===== src/design/sqd_pkg.sv =====
// Package for the SLIP quaternion deframer: SLIP codes, frame geometry,
// the command passed from front to back, and the result layout.
// No dependencies.
package sqd_pkg;

   localparam logic [7:0] SLIP_END     = 8'hC0;
   localparam logic [7:0] SLIP_ESC     = 8'hDB;
   localparam logic [7:0] SLIP_ESC_END = 8'hDC;
   localparam logic [7:0] SLIP_ESC_ESC = 8'hDD;

   localparam int FRAME_LEN = 17;
   localparam int COUNT_W   = 5;
   localparam int WORD_W    = 32;

   localparam int          CSR_ADDR_W        = 2;
   localparam int          CSR_DATA_W        = 32;
   localparam logic [CSR_ADDR_W-1:0] ADDR_ACCEPTED_TYPE = 2'd0;

   typedef struct packed {
      logic       is_end;
      logic [7:0] data;
   } cmd_type;

   typedef struct packed {
      logic [WORD_W-1:0] word_0;
      logic [WORD_W-1:0] word_1;
      logic [WORD_W-1:0] word_2;
      logic [WORD_W-1:0] word_3;
   } quat_result_type;

endpackage


===== src/design/sqd_fifo.sv =====
// Small register-based queue used between front and back and on the result side.
// Depends on nothing but its parameters.
module sqd_fifo #(
   parameter int WIDTH = 9,
   parameter int DEPTH = 2
) (
   input  logic             clock,
   input  logic             reset,
   input  logic             push,
   input  logic [WIDTH-1:0] push_data,
   output logic             full,
   input  logic             pop,
   output logic [WIDTH-1:0] pop_data,
   output logic             empty
);

   localparam int PTR_W = (DEPTH > 1) ? $clog2(DEPTH) : 1;
   localparam int CNT_W = $clog2(DEPTH + 1);

   logic [WIDTH-1:0] mem_ff [DEPTH];
   logic [PTR_W-1:0] wr_ptr_ff, wr_ptr_in;
   logic [PTR_W-1:0] rd_ptr_ff, rd_ptr_in;
   logic [CNT_W-1:0] count_ff, count_in;
   logic             do_push, do_pop;

   assign full     = (count_ff == CNT_W'(DEPTH));
   assign empty    = (count_ff == '0);
   assign do_push  = push && !full;
   assign do_pop   = pop && !empty;
   assign pop_data = mem_ff[rd_ptr_ff];

   always_comb begin
      wr_ptr_in = wr_ptr_ff;
      rd_ptr_in = rd_ptr_ff;
      count_in  = count_ff;
      if (do_push) begin
         wr_ptr_in = (wr_ptr_ff == PTR_W'(DEPTH - 1)) ? '0 : wr_ptr_ff + PTR_W'(1);
      end
      if (do_pop) begin
         rd_ptr_in = (rd_ptr_ff == PTR_W'(DEPTH - 1)) ? '0 : rd_ptr_ff + PTR_W'(1);
      end
      if (do_push && !do_pop) begin
         count_in = count_ff + CNT_W'(1);
      end else if (do_pop && !do_push) begin
         count_in = count_ff - CNT_W'(1);
      end
   end

   always_ff @(posedge clock) begin
      if (reset) begin
         wr_ptr_ff <= '0;
         rd_ptr_ff <= '0;
         count_ff  <= '0;
      end else begin
         wr_ptr_ff <= wr_ptr_in;
         rd_ptr_ff <= rd_ptr_in;
         count_ff  <= count_in;
      end
   end

   always_ff @(posedge clock) begin
      if (do_push) begin
         mem_ff[wr_ptr_ff] <= push_data;
      end
   end

endmodule


===== src/design/sqd_front.sv =====
// Front end: accepts raw bytes, tracks the SLIP escape, emits store/end commands.
// Depends on sqd_pkg.
module sqd_front
   import sqd_pkg::*;
(
   input  logic       clock,
   input  logic       reset,
   input  logic       req_push,
   input  logic [7:0] req_rx_byte,
   output logic       req_full,
   output logic       cmd_push,
   output cmd_type    cmd_data,
   input  logic       cmd_full
);

   logic escape_ff, escape_in;
   logic accept;

   assign req_full = cmd_full;
   assign accept   = req_push && !cmd_full;
   // an escape byte only arms the flag; everything else becomes a command
   assign cmd_push = accept && (req_rx_byte != SLIP_ESC);

   always_comb begin
      cmd_data.is_end = 1'b0;
      cmd_data.data   = req_rx_byte;
      case (req_rx_byte)
         SLIP_END: begin
            cmd_data.is_end = 1'b1;
         end
         SLIP_ESC_END: begin
            cmd_data.data = escape_ff ? SLIP_END : SLIP_ESC_END;
         end
         SLIP_ESC_ESC: begin
            cmd_data.data = escape_ff ? SLIP_ESC : SLIP_ESC_ESC;
         end
         default: begin
            cmd_data.data = req_rx_byte;
         end
      endcase
   end

   assign escape_in = accept ? (req_rx_byte == SLIP_ESC) : escape_ff;

   always_ff @(posedge clock) begin
      if (reset) begin
         escape_ff <= 1'b0;
      end else begin
         escape_ff <= escape_in;
      end
   end

endmodule


===== src/design/sqd_back.sv =====
// Back end: builds the 17-byte frame from commands and checks it at frame end.
// Depends on sqd_pkg.
module sqd_back
   import sqd_pkg::*;
(
   input  logic            clock,
   input  logic            reset,
   input  logic [7:0]      accepted_type,
   input  logic            cmd_empty,
   input  cmd_type         cmd_data,
   output logic            cmd_pop,
   input  logic            rsp_full,
   output logic            rsp_push,
   output quat_result_type rsp_data
);

   logic [7:0]         frame_ff [FRAME_LEN];
   logic [COUNT_W-1:0] count_ff, count_in;
   logic               frame_done;

   // hold an end command while the result queue has no room
   assign cmd_pop    = !cmd_empty && (!cmd_data.is_end || !rsp_full);
   assign frame_done = (count_ff == COUNT_W'(FRAME_LEN)) && (frame_ff[0] == accepted_type);
   assign rsp_push   = cmd_pop && cmd_data.is_end && frame_done;

   assign rsp_data.word_0 = {frame_ff[1],  frame_ff[2],  frame_ff[3],  frame_ff[4]};
   assign rsp_data.word_1 = {frame_ff[5],  frame_ff[6],  frame_ff[7],  frame_ff[8]};
   assign rsp_data.word_2 = {frame_ff[9],  frame_ff[10], frame_ff[11], frame_ff[12]};
   assign rsp_data.word_3 = {frame_ff[13], frame_ff[14], frame_ff[15], frame_ff[16]};

   always_comb begin
      count_in = count_ff;
      if (cmd_pop) begin
         if (cmd_data.is_end) begin
            count_in = '0;
         end else if (count_ff < COUNT_W'(FRAME_LEN)) begin
            count_in = count_ff + COUNT_W'(1);
         end else begin
            count_in = '0;
         end
      end
   end

   always_ff @(posedge clock) begin
      if (reset) begin
         count_ff <= '0;
      end else begin
         count_ff <= count_in;
      end
   end

   always_ff @(posedge clock) begin
      if (cmd_pop && !cmd_data.is_end && (count_ff < COUNT_W'(FRAME_LEN))) begin
         frame_ff[count_ff] <= cmd_data.data;
      end
   end

`ifndef NO_ASSERTIONS
   a_count_bound : assert property (@(posedge clock) disable iff (reset)
      count_ff <= COUNT_W'(FRAME_LEN))
      else $error("byte count beyond frame length");

   a_emit_on_end : assert property (@(posedge clock) disable iff (reset)
      rsp_push |-> (cmd_pop && cmd_data.is_end && count_ff == COUNT_W'(FRAME_LEN)))
      else $error("result pushed without a complete frame end");

   a_overflow_restart : assert property (@(posedge clock) disable iff (reset)
      (cmd_pop && !cmd_data.is_end && count_ff == COUNT_W'(FRAME_LEN)) |=> (count_ff == '0))
      else $error("overlong frame did not restart its count");

   a_no_push_full : assert property (@(posedge clock) disable iff (reset)
      rsp_push |-> !rsp_full)
      else $error("result pushed into a full queue");
`endif

endmodule


===== src/design/slip_quaternion_packet_deframer_unit.sv =====
// Top level of the SLIP quaternion packet deframer.
// Depends on sqd_pkg, sqd_fifo, sqd_front and sqd_back.
//
// Strips SLIP byte stuffing from a received byte stream, one byte per
// transaction on the req_ side, and returns one transaction on the rsp_ side
// for every frame that ends (0xC0) holding exactly 17 bytes whose first byte
// matches the accepted_type register: four big-endian 32-bit words taken from
// frame bytes 1..16. Short and wrong-type frames produce nothing; a frame
// growing past 17 bytes restarts its count and its later bytes form a new
// frame. Throughput is one byte per clock while the command queue has room:
// the front end decodes the escape in the accept cycle and the back end
// consumes one command per cycle; a result enters the result queue when the
// back end takes the end byte. A command queue of CMD_QUEUE_DEPTH entries
// separates the two halves; the result queue holds RSP_QUEUE_DEPTH results,
// and an end byte waits in the command queue while that queue is full.
// accepted_type lies at byte address 0 of the csr_ port and resets to 0.
module slip_quaternion_packet_deframer_unit
   import sqd_pkg::*;
#(
   parameter int CMD_QUEUE_DEPTH = 2,
   parameter int RSP_QUEUE_DEPTH = 2
) (
   input  logic                  clock,
   input  logic                  reset,
   // byte input
   input  logic                  req_push,
   input  logic [7:0]            req_rx_byte,
   output logic                  req_full,
   // result output
   output logic                  rsp_empty,
   input  logic                  rsp_pop,
   output logic [WORD_W-1:0]     rsp_quat_word_0,
   output logic [WORD_W-1:0]     rsp_quat_word_1,
   output logic [WORD_W-1:0]     rsp_quat_word_2,
   output logic [WORD_W-1:0]     rsp_quat_word_3,
   // configuration
   input  logic                  csr_psel,
   input  logic                  csr_penable,
   input  logic                  csr_pwrite,
   input  logic [CSR_ADDR_W-1:0] csr_paddr,
   input  logic [CSR_DATA_W-1:0] csr_pwdata,
   output logic [CSR_DATA_W-1:0] csr_prdata,
   output logic                  csr_pready
);

   logic [7:0]      accepted_type_ff, accepted_type_in;
   logic            csr_write;

   logic            cmd_push, cmd_full, cmd_pop, cmd_empty;
   cmd_type         cmd_push_data, cmd_pop_data;

   logic            res_push, res_full;
   quat_result_type res_push_data, res_pop_data;

   // Configuration: zero wait states; ignore writes to unmapped addresses.
   assign csr_pready = 1'b1;
   assign csr_write  = csr_psel && csr_penable && csr_pwrite && csr_pready;
   assign accepted_type_in = (csr_write && csr_paddr == ADDR_ACCEPTED_TYPE)
                             ? csr_pwdata[7:0] : accepted_type_ff;
   assign csr_prdata = (csr_paddr == ADDR_ACCEPTED_TYPE)
                       ? {{(CSR_DATA_W - 8){1'b0}}, accepted_type_ff} : '0;

   always_ff @(posedge clock) begin
      if (reset) begin
         accepted_type_ff <= '0;
      end else begin
         accepted_type_ff <= accepted_type_in;
      end
   end

   // Front end: decode escapes, drop escape bytes, push commands.
   sqd_front u_front (
      .clock       (clock),
      .reset       (reset),
      .req_push    (req_push),
      .req_rx_byte (req_rx_byte),
      .req_full    (req_full),
      .cmd_push    (cmd_push),
      .cmd_data    (cmd_push_data),
      .cmd_full    (cmd_full)
   );

   // Decouple decode from frame assembly.
   sqd_fifo #(
      .WIDTH ($bits(cmd_type)),
      .DEPTH (CMD_QUEUE_DEPTH)
   ) u_cmd_queue (
      .clock     (clock),
      .reset     (reset),
      .push      (cmd_push),
      .push_data (cmd_push_data),
      .full      (cmd_full),
      .pop       (cmd_pop),
      .pop_data  (cmd_pop_data),
      .empty     (cmd_empty)
   );

   // Back end: assemble the frame and qualify it at the end byte.
   sqd_back u_back (
      .clock         (clock),
      .reset         (reset),
      .accepted_type (accepted_type_ff),
      .cmd_empty     (cmd_empty),
      .cmd_data      (cmd_pop_data),
      .cmd_pop       (cmd_pop),
      .rsp_full      (res_full),
      .rsp_push      (res_push),
      .rsp_data      (res_push_data)
   );

   // Hold finished results until the consumer pops them.
   sqd_fifo #(
      .WIDTH ($bits(quat_result_type)),
      .DEPTH (RSP_QUEUE_DEPTH)
   ) u_rsp_queue (
      .clock     (clock),
      .reset     (reset),
      .push      (res_push),
      .push_data (res_push_data),
      .full      (res_full),
      .pop       (rsp_pop),
      .pop_data  (res_pop_data),
      .empty     (rsp_empty)
   );

   assign rsp_quat_word_0 = res_pop_data.word_0;
   assign rsp_quat_word_1 = res_pop_data.word_1;
   assign rsp_quat_word_2 = res_pop_data.word_2;
   assign rsp_quat_word_3 = res_pop_data.word_3;

endmodule

===== config.mk =====
export PLATFORM = sky130hd
export DESIGN_NAME = slip_quaternion_packet_deframer_unit
export DESIGN_NICKNAME = d
export VERILOG_FILES = /design/src/design/sqd_pkg.sv /design/src/design/sqd_fifo.sv /design/src/design/sqd_front.sv /design/src/design/sqd_back.sv /design/src/design/slip_quaternion_packet_deframer_unit.sv
export SDC_FILE = /design/constraint.sdc
export NUM_CORES = 1
export LEC_CHECK = 0
export ABC_AREA = 1
export CORE_MARGIN = 4
export CORE_UTILIZATION = 55
export CTS_CLUSTER_DIAMETER = 30
export DETAILED_ROUTE_END_ITERATION = 12
export DONT_BUFFER_PORTS = 1
export PLACE_DENSITY = 0.76
export SLEW_MARGIN = 40
export SYNTH_ARGS = -nofsm -noshare
export SYNTH_HDL_FRONTEND = slang
export SYNTH_SLANG_ARGS = --single-unit

===== constraint.sdc =====
create_clock -name clock -period 7.8 [get_ports clock]
set_input_delay 0.78 -clock clock [delete_from_list [all_inputs] [get_ports clock]]
set_output_delay 0.78 -clock clock [all_outputs]
set_load 0.01 [all_outputs]

# == Word-level counts from Yosys, hierarchy flattened ==
# Memories as Yosys holds them, arrays and structs flattened. A register that Yosys moved wholly into a read port is not among the register bits.
# Index checks and enable logic that the tools add are counted.
# totals
register_bits,22
ram_bits,410
inputBits,49
output_inout_bits,163
elab_cells,90
memories,3
# mem_list
name,depth,width,read_ports,rd_clocked_by_memory_dff,write_ports,line,text
u_rsp_queue.mem_ff,2,128,1,1,1,sqd_fifo.sv:20,logic [WIDTH-1:0] mem_ff [DEPTH];
u_back.frame_ff,17,8,17,0,1,sqd_back.sv:17,logic [7:0] frame_ff [FRAME_LEN];
u_cmd_queue.mem_ff,2,9,1,1,1,sqd_fifo.sv:20,
# classes
add_sub_neg,9
order_cmp,1
eq_ne,9
mux,25
reduce_logical,34
# op_table
cell,count
"equality test 8 bit, second input constant",4
logical AND 1 bit,19
case mux 8 bit (2 select lines),1
2-to-1 mux 1 bit,15
2-to-1 mux 5 bit,3
zero test 1 bit,9
equality test 8 bit,1
2-to-1 mux 2 bit,4
2-to-1 mux 8 bit,1
"!= test 8 bit, second input constant",1
zero test 2 bit,3
"adder 5 x 1 -> 5 bit, second input constant",1
"equality test 5 bit, second input constant",1
"less-than comparator 5 bit, second input constant",1
"adder 1 bit, second input constant",4
"adder 2 x 1 -> 2 bit, second input constant",2
"equality test 2 bit, second input constant",2
nonzero test 2 bit,2
"subtractor 2 x 1 -> 2 bit, second input constant",2
2-to-1 mux 3 bit,1
logical OR 1 bit,1

# == Depth between registers and ports, before layout ==
# Gate-level depths: netlist of the first run.
# logic_depth
ltp_word,11
ltp_mapped,13
ltp_nobuf,13

# == Cells and area by module ==
# From an unflattened synthesis of the first run, not the netlist that was laid out.
# hier_totals
cells_unflattened,892
area_unflattened_um2,16056.6
# by_module_without_submodules
mod,n_inst,cells_per_inst,area_per_inst_um2,seq_area_each_um2
sqd_fifo (u_rsp_queue),1,435,9549.2,7787.5
sqd_back,1,245,4742.0,4184.0
sqd_fifo (u_cmd_queue),1,65,899.6,640.6
slip_quaternion_packet_deframer_unit,1,101,653.1,160.2
sqd_front,1,46,212.7,20.0

# == Least setup slack after synthesis of the first run ==
# OpenSTA, ideal clock, no wires.
# synth_path
path_kind,register -> register
startpoint,reg u_back.count_ff[1]
endpoint,"mem u_rsp_queue.mem_ff[0][0] (netlist bit), enable pin"
setup_time_ns,0.616
t_arrival_ns,6.334
t_required_ns,7.184
setup_slack_ns,0.850
path_stages_with_launch,9
path_buffers,0
synth_period_minus_slack_ns,6.950
path_cell_list,dfxtp_1 inv_1 ha_1 nand2_1 nor2_1 nand2_1 nor2_1 nand2_1 nor2_1
# synth_between
elab_chain_cells,6
# synth_lines
item,line,text
start: declaration,sqd_back.sv:18,"logic [COUNT_W-1:0] count_ff, count_in;"
start signal: assignment,sqd_back.sv:48,count_ff <= count_in;
equality test 5 bit,sqd_back.sv:23,assign frame_done = (count_ff == COUNT_W'(FRAME_LEN)) && (frame_ff[0] == accepted_type);
logical AND 1 bit,sqd_back.sv:23,
logical AND 1 bit,sqd_back.sv:24,assign rsp_push = cmd_pop && cmd_data.is_end && frame_done;
logical AND 1 bit,sqd_fifo.sv:28,assign do_push = push && !full;
2-to-1 mux 1 bit,sqd_fifo.sv:62,if (do_push) begin
2-to-1 mux 1 bit (implied by the code),sqd_fifo.sv:63,mem_ff[wr_ptr_ff] <= push_data;
end: declaration,sqd_fifo.sv:20,
# No other way between the ends.

==> flow_metrics.tcl, run 1 <==
set metrics [dict create \
    ys_types 32 \
    tightest_slew_ns 0.782 \
    multiInputGateArea_um2 2560 \
    cts_tree "done" \
    peakVddDrop_uv 222 \
    synth_cells 835 \
    rows 61 \
    netlist.area_leader.share_pct 78.2 \
    ctsResizeCount 0 \
    layout.nets 957 \
    final.setup.tns_ns 0 \
    fmax_mhz 312 \
    synth_edf_count 410 \
    cts_buffer_depth 3 \
    final_common_cell "edfxtp_1" \
    drt_wl_total_um 28300 \
    grt_pass1_wl_um 42100 \
    post-cts-setup-buffers 0 \
    slew_viol_final 0 \
    drive_gt1_share_pct 31.1 \
    yosysSeqAreaShare_pct 81.3 \
    fin_crit_ns 3.20 \
    syn_avg_cell_area_um2 18.8 \
    hp-class "in -> reg" \
    drv_cap 0 \
    end_kind "output pin" \
    grt_pass1_vias 7410 \
    mostFrequentLayoutCells "edfxtp_1, mux2_2, clkbuf_16" \
    portBuffers 0 \
    cp_max_fo 58 \
    seq_area_um2 12800 \
    hold_buffers 0 \
    ys.flop_type "edfxtp_1" \
    syn_area_um2 15700 \
    ios 212 \
    hold_viol 0 \
    leakagePower_nw 6.26 \
    slew_headroom_pct 47.6 \
    dr.pass1.iters 4 \
    gr-total-overflow 0 \
    netlist_top_cells_area "edfxtp_1, mux2_2, dfxtp_1" \
    ys_seq_elements 434 \
    insertion_delay_ns 0.55 \
    grt_max_degree 84 \
    place_inst 1206 \
    dr_total_vias 7064 \
    fin_area_um2 18600 \
    required_ns 7.02 \
    cts_buffers 72 \
    track_usage_pct 17.9 \
    start_kind "flop" \
    clock_sinks 434 \
    drtIter0Drc 424 \
    antenna_found_initial 0 \
    finClkSkew_ns 0.0170 \
    num-fill-cells 1842 \
    outcome "complete, no violations" \
    yosys.area.top_type "edfxtp_1" \
    crit_arrival_ns 2.42 \
    finalCritPeriodShare_pct 41.1 \
    critPathKind "reg -> out" \
    ctsHtreeMaxLevel 3 \
    avgViaCountPerCell 5.28 \
    die-area_um2 31400 \
    p_per_area_nw_per_um2 341 \
    clkTransAtPathRegs_ns 0.04 \
    dpl_cell_area_um2 16100 \
    die_y_um 177 \
    rsz0062_at_grt "false" \
    finalSetupViolations 0 \
    dpl.hpwl_um 15900 \
    wl_per_cell_um 21.1 \
    syn2layout_area_growth_pct 18.5 \
    post-route-util_pct 66.6 \
    cts_root_buf "clkbuf_16" \
    gp_congestion 0.747 \
    die-width_um 177 \
    stdcell_count 1339 \
    synthArstFlopShare_pct 0 \
    core_um2 28000 \
    start_util_pct 56.2 \
    ys.warnings.count 0 \
    ant_nets 0 \
    drc 0 \
]
-- synthesized netlist by cell type (all sizes together) (2+ instances only) --
library cell / number
nor3: 17
edfxtp: 410
clkbuf: 4
nand4: 3
ha: 6
nor2: 30
nand2: 45
mux2: 136
a21oi: 25
inv: 44
nand3: 12
buf: 45
o21ai: 27
dfxtp: 24
conb: 2
-- through the flow --
stage                     power [mW]  setup WS [ns]  hold WS, ns
after floorplan                 3.09          0.850        0.421
after global placement          3.24           4.68        0.422
after detailed placement        3.26           4.71        0.430
after CTS                       6.42           4.56        0.286
after global routing            6.60           4.49        0.288
final                           6.36           4.60        0.306
-- layer usage --
| metal | vias to the layer above | global-route usage [%] | share of wire [%] | wire length, µm |
|---|---|---|---|---|
| met4 | 0 | 6.93 | 2.6 | 733 |
| met1 | 3542 | 21.8 | 40 | 11400 |
| met3 | 42 | 5.43 | 6.2 | 1750 |
| met2 | 231 | 30.4 | 51 | 14400 |
| met5 | - | 0 | 0 | 0 |
| li1 | 3249 | - | - | - |
-- worst max-delay path: stages, from the launching register on --
cell and delay [ns]:
dfxtp_4 0.65, buf_4 0.71, mux2_2 0.47
-- logic make-up (layout without fill, tap and decap cells) --
logic type,count (synthesis),count (layout),share of synthesized area [%]
other,2,26,0.0477
muxes,136,136,9.73
AOI/OAI and AO/OA,52,52,1.75
and+or+nand+nor,110,110,3.43
adders and majority gates,6,6,0.477
xor gates and xnor gates,2,2,0.111
DFF,434,434,81.3
buffers and inverters,93,195,3.17
-- worst paths after layout --
| path | start | end | slack, ns | cells after the start |
|---|---|---|---|---|
| setup / recovery | flop | rsp_quat_word_3[7] | 4.60 | 2 |
| hold / removal | reset | u_cmd_queue.rd_ptr_ff$_SDFFE_PP0P_ | 0.31 | 1 |
| setup reg to reg | flop | u_rsp_queue.mem_ff[0][103]$_DFFE_PP_ | 4.86 | 8 |
| hold reg to reg | u_back.frame_ff[12][1]$_DFFE_PP_ | u_rsp_queue.mem_ff[0][33]$_DFFE_PP_ | 0.43 | 0 |
-- state kept, by name, indices dropped and copies added (netlist names), named ones only --
register,flops
u_cmd_queue.count_ff,2
u_cmd_queue.mem_ff,18
accepted_type_ff,8
u_back.frame_ff,136
u_rsp_queue.mem_ff,256
u_rsp_queue.rd_ptr_ff,1
u_rsp_queue.wr_ptr_ff,1
u_cmd_queue.rd_ptr_ff,1
u_cmd_queue.wr_ptr_ff,1
u_front.escape_ff,1
u_rsp_queue.count_ff,2
u_back.count_ff,5
-- where the power goes --
| group | internal, mW | total, mW | switching, mW |
|---|---|---|---|
| Combinational | 0.128 | 0.482 | 0.353 |
| Clock | 2.07 | 3.15 | 1.08 |
| Sequential | 2.68 | 2.73 | 0.0491 |
-- area by class of cell --
type,instances,share of cell area [%]
sequential,434,68.6
multi-input combinational,331,13.7
clock buffer,83,10.3
clock inverter,49,3.04
tap,378,2.54
inverter,44,0.926
timing repair buffer,19,0.832
antenna,1,0.0134
No activity file was read; power rests on OpenSTA's default activity.
==> run 2: changes to the inputs <==
- clock period: 7.8 -> 3.23 ns (I/O delays scaled with it)
==> flow_metrics.tcl, run 2 (synthesis results as in run 1) <==
set metrics [dict create \
    outcome "complete, no violations" \
    drive_gt1_share_pct 30.6 \
    rsz0062_at_grt "false" \
    crit_chain "buf_4 -> mux2_2" \
    hold_viol 0 \
    track_usage_pct 17.6 \
    dr_total_vias 7111 \
    place_inst 1210 \
    crit_path_top_delay_cell "dfxtp_4" \
    end_kind "output pin" \
    fin_crit_ns 2.48 \
    rows 61 \
    stdcell_count 1351 \
    layout.nets 972 \
    crit_buf_inv 1 \
    post-route-util_pct 66.7 \
    required_ns 2.91 \
    cts_root_buf "clkbuf_16" \
    slew_viol_final 0 \
    finalSetupViolations 0 \
    ctsResizeCount 0 \
    rrSetupSlack_ns 1.10 \
    gr-total-overflow 0 \
    whs_ns 0.0311 \
    avgViaCountPerCell 5.26 \
    tightest_slew_ns 0.783 \
    cp_max_fo 43 \
    portBuffers 0 \
    drv_cap 0 \
    slowest_delay_ns 0.74 \
    ctsHtreeMaxLevel 3 \
    dpl.hpwl_um 15700 \
    critPathKind "reg -> out" \
    gp_congestion 0.723 \
    fmax_mhz 403 \
    final_common_cell "edfxtp_1" \
    diodes 0 \
    num-fill-cells 1829 \
    cts_tree "done" \
    ios 212 \
    die-width_um 177 \
    cts_buffer_depth 3 \
    antenna_found_initial 1 \
    die-area_um2 31400 \
    syn2layout_area_growth_pct 18.7 \
    start_kind "flop" \
    largest_reg_flops 256 \
    grt_max_degree 68 \
    cts_buffers 70 \
    grt_pass1_vias 7327 \
    start_util_pct 56.2 \
    drt_wl_total_um 27900 \
    drtIter0Drc 436 \
    clock_sinks 434 \
    ant_nets 0 \
    die_y_um 177 \
    reg.largest.list "u_rsp_queue.mem_ff: 256 flops, u_back.frame_ff: 136 flops, u_cmd_queue.mem_ff: 18 flops" \
    dr.pass1.iters 4 \
    grt_pass1_wl_um 41500 \
    slew_headroom_pct 47.6 \
    wl_per_cell_um 20.7 \
    finalCritPeriodShare_pct 76.8 \
    p_per_area_nw_per_um2 795 \
    finClkSkew_ns 0.0323 \
    regMostFlops "u_rsp_queue.mem_ff" \
    leakagePower_nw 6.24 \
    crit_family "flip-flops" \
    peakVddDrop_uv 447 \
    crit_arrival_ns 2.16 \
    hp-class "in -> reg" \
    mostFrequentLayoutCells "edfxtp_1, mux2_2, clkbuf_16" \
    clkTransAtPathRegs_ns 0.04 \
    core_um2 28000 \
    insertion_delay_ns 0.55 \
    drc 0 \
]
==> run 2: cell count changes in the layout (fill, tap and decap cells not counted), sizes merged <==
cell / before / now
dlygate4sd3: 0 / 13
diode: 1 / 0
bufinv: 8 / 5
inv: 61 / 53
buf: 19 / 23
clkinv: 16 / 26
clkinvlp: 8 / 10
clkbuf: 83 / 78
==> run 2: area by class of cell <==
| cell class | instances | area, µm² | area share, % |
|---|---|---|---|
| Inverter | 44 | 169 | 0.904 |
| Clock buffer | 78 | 1850 | 9.88 |
| Timing Repair Buffer | 36 | 365 | 1.96 |
| Multi-Input combinational cell | 331 | 2560 | 13.7 |
| Clock inverter | 50 | 473 | 2.53 |
| Tap cell | 378 | 473 | 2.53 |
| Sequential cell | 434 | 12800 | 68.5 |
==> run 2: worst paths after layout <==
check,startpoint,endpoint,cells after the start
setup reg to reg,flop,u_rsp_queue.mem_ff[1][66]$_DFFE_PP_,7
hold / removal,csr_pwdata[1],accepted_type_ff[1]$_SDFFE_PP0P_,2
hold reg to reg,u_back.frame_ff[4][3]$_DFFE_PP_,u_rsp_queue.mem_ff[0][99]$_DFFE_PP_,0
setup / recovery,flop,rsp_quat_word_1[13],2
==> run 2: stage by stage <==
stage	power [mW]	setup TNS, ns	area (µm²)	setup WS (ns)
2_1_floorplan	7.47	-0.114	15900	-0.000894
3_3_place_gp	7.86	0	16200	1.13
3_5_place_dp	7.89	0	16200	1.10
4_1_cts	15.0	0	18700	0.682
5_1_grt	15.4	0	18700	0.620
6_report	14.9	0	18700	0.750
==> run 2: per-layer routing <==
metal	global-route usage (%)	routed length, µm	vias to the layer above
met3	4.55	1850	54
met4	6.90	765	0
met2	29.9	14100	216
li1	-	-	3288
met1	21.9	11100	3553
met5	0	0	-
==> run 2: timing repair <==
| action | CTS | global route |
|---|---|---|
| buffers inserted | 0 | 0 |
| hold endpoints to repair | 22 | 0 |
| hold buffers | 13 | 0 |
==> run 2: power by group <==
group	total (mW)	switching [mW]	internal, mW
combinational	1.18	0.849	0.334
clock	7.09	2.52	4.57
sequential	6.59	0.127	6.46
total	14.9	3.49	11.4
==> run 3: changes to the inputs <==
- PLACE_DENSITY: 0.76 -> 0.79
- clock period: 3.23 -> 2 ns (I/O delays scaled with it)
==> flow_metrics.tcl, run 3 (synthesis results as in run 1) <==
set metrics [dict create \
    drive_gt1_share_pct 32.4 \
    hold_viol 0 \
    diodes 0 \
    portBuffers 0 \
    start_util_pct 56.2 \
    crit_path_top_delay_cell "mux2_2" \
    slew_viol_final 0 \
    total_power_mw 24.9 \
    cts_tree "done" \
    regMostFlops "u_rsp_queue.mem_ff" \
    slowest_delay_ns 0.43 \
    switchingPower_mw 5.97 \
    grt_pass1_wl_um 44800 \
    reg.largest.list "u_rsp_queue.mem_ff: 256 flops, u_back.frame_ff: 136 flops, u_cmd_queue.mem_ff: 18 flops" \
    slew_headroom_pct 55.5 \
    crit_chain "buf_12 -> mux2_2" \
    hp-class "in -> reg" \
    place_inst 1232 \
    gp_congestion 0.779 \
    syn2layout_area_growth_pct 22.7 \
    cp_max_fo 54 \
    finalSetupViolations 0 \
    avgViaCountPerCell 5.27 \
    rsz0062_at_grt "false" \
    insertion_delay_ns 0.56 \
    end_kind "output pin" \
    tightest_slew_ns 0.668 \
    ios 212 \
    rows 61 \
    start_kind "flop" \
    place_ws_ns 0.0212 \
    die-area_um2 31400 \
    final.setup.tns_ns 0 \
    power_frac_comb_pct 8.5 \
    grt_pass1_vias 7718 \
    stdcell_count 1393 \
    fmax_mhz 516 \
    worst_slack_ns 0.0635 \
    antenna_found_initial 0 \
    leakagePower_nw 6.55 \
    finalCritPeriodShare_pct 96.8 \
    grt_max_degree 55 \
    p_int_mw 18.9 \
    power_frac_clock_pct 48.9 \
    die-width_um 177 \
    dpl.hpwl_um 16900 \
    pwr-share-seq_pct 42.6 \
    mostFrequentLayoutCells "edfxtp_1, mux2_2, clkbuf_16" \
    track_usage_pct 19.0 \
    finClkSkew_ns 0.0275 \
    p_per_area_nw_per_um2 1290 \
    layout.nets 1013 \
    cts_buffers 73 \
    wl_per_cell_um 21.2 \
    largest_reg_flops 256 \
    die_y_um 177 \
    drv_cap 0 \
    drtIter0Drc 564 \
    peakVddDrop_uv 973 \
    clock_sinks 434 \
    crit_arrival_ns 1.74 \
    final_common_cell "edfxtp_1" \
    ant_nets 0 \
    switching_share_pct 24.0 \
    drc 0 \
    gr-total-overflow 0 \
    clkTransAtPathRegs_ns 0.04 \
    dr.pass1.iters 7 \
    cts_root_buf "clkbuf_16" \
    outcome "complete, no violations" \
    cts_buffer_depth 3 \
    critPathKind "reg -> out" \
    ctsHtreeMaxLevel 3 \
    fin_crit_ns 1.94 \
    core_um2 28000 \
    required_ns 1.80 \
    dr_total_vias 7337 \
    drt_wl_total_um 29500 \
]
[run 3: cell types whose count changed in the layout (fill, tap and decap cells not counted), sizes merged]
| cell | before | now |
|---|---|---|
| buf | 23 | 45 |
| bufinv | 5 | 6 |
| clkbuf | 78 | 81 |
| clkinv | 26 | 23 |
| clkinvlp | 10 | 8 |
| dlygate4sd3 | 13 | 29 |
| inv | 53 | 58 |
[run 3: repair_timing]
action	in CTS	in global routing
endpoints found under the setup margin	0	175
setup buffers	0	0
endpoints found under the hold margin	34	0
gates resized for setup	0	9
hold buffers	29	0
[run 3: layer usage]
layer	track usage [%]	vias up	part of all wire (%)
li1	-	3373	-
met1	23.9	3680	40
met2	33.0	249	52
met3	4.10	35	5.6
met4	6.13	0	1.8
met5	0	-	0
[run 3: area by class of cell]
type	count	area, µm²
multi-input combinational	331	2580
timing repair buffer	74	811
fill	1740	8700
tap	378	473
sequential	434	12800
inverter	44	169
clock buffer	81	1920
clock inverter	51	554
[run 3: path summary, 6_finish.rpt]
kind                                                            from                                    to  slack [ns]  cells past startpoint
worst max register to register  u_cmd_queue.count_ff[1]$_SDFFE_PP0P_  u_cmd_queue.count_ff[1]$_SDFFE_PP0P_        0.14                     10
worst min register to register       u_back.frame_ff[2][5]$_DFFE_PP_  u_rsp_queue.mem_ff[1][117]$_DFFE_PP_        0.43                      0
worst max-delay path                                            flop                   rsp_quat_word_1[12]        0.06                      2
worst min-delay path                                  req_rx_byte[0]        u_front.escape_ff$_SDFFE_PP0N_        0.06                      4
[run 3: critical path: cells and delay by family, from the launching register on]
kind | cells | cell delay, ns
buffers and inverters | 1 | 0.29
flip-flops | 1 | 0.42
multiplexers | 1 | 0.43
[run 3: power by group through the flow]
stage                     registers (mW)  logic, mW  clock network, mW
after global routing                10.6       2.29               12.9
after detailed placement            10.8       2.06                  0
final                               10.6       2.11               12.2
after global placement              10.7       2.03                  0
after floorplan                     10.7       1.36                  0
after CTS                           10.6       2.13               12.3
[run 3: metrics by stage]
stage,hold WS (ns),utilization [%],instance area (µm²)
after floorplan,0.262,-,15900
after global placement,0.266,59.0,16500
after detailed placement,0.268,59.0,16500
after CTS,0.00396,68.8,19300
after global routing,0.0640,68.9,19300
final,0.0600,68.9,19300
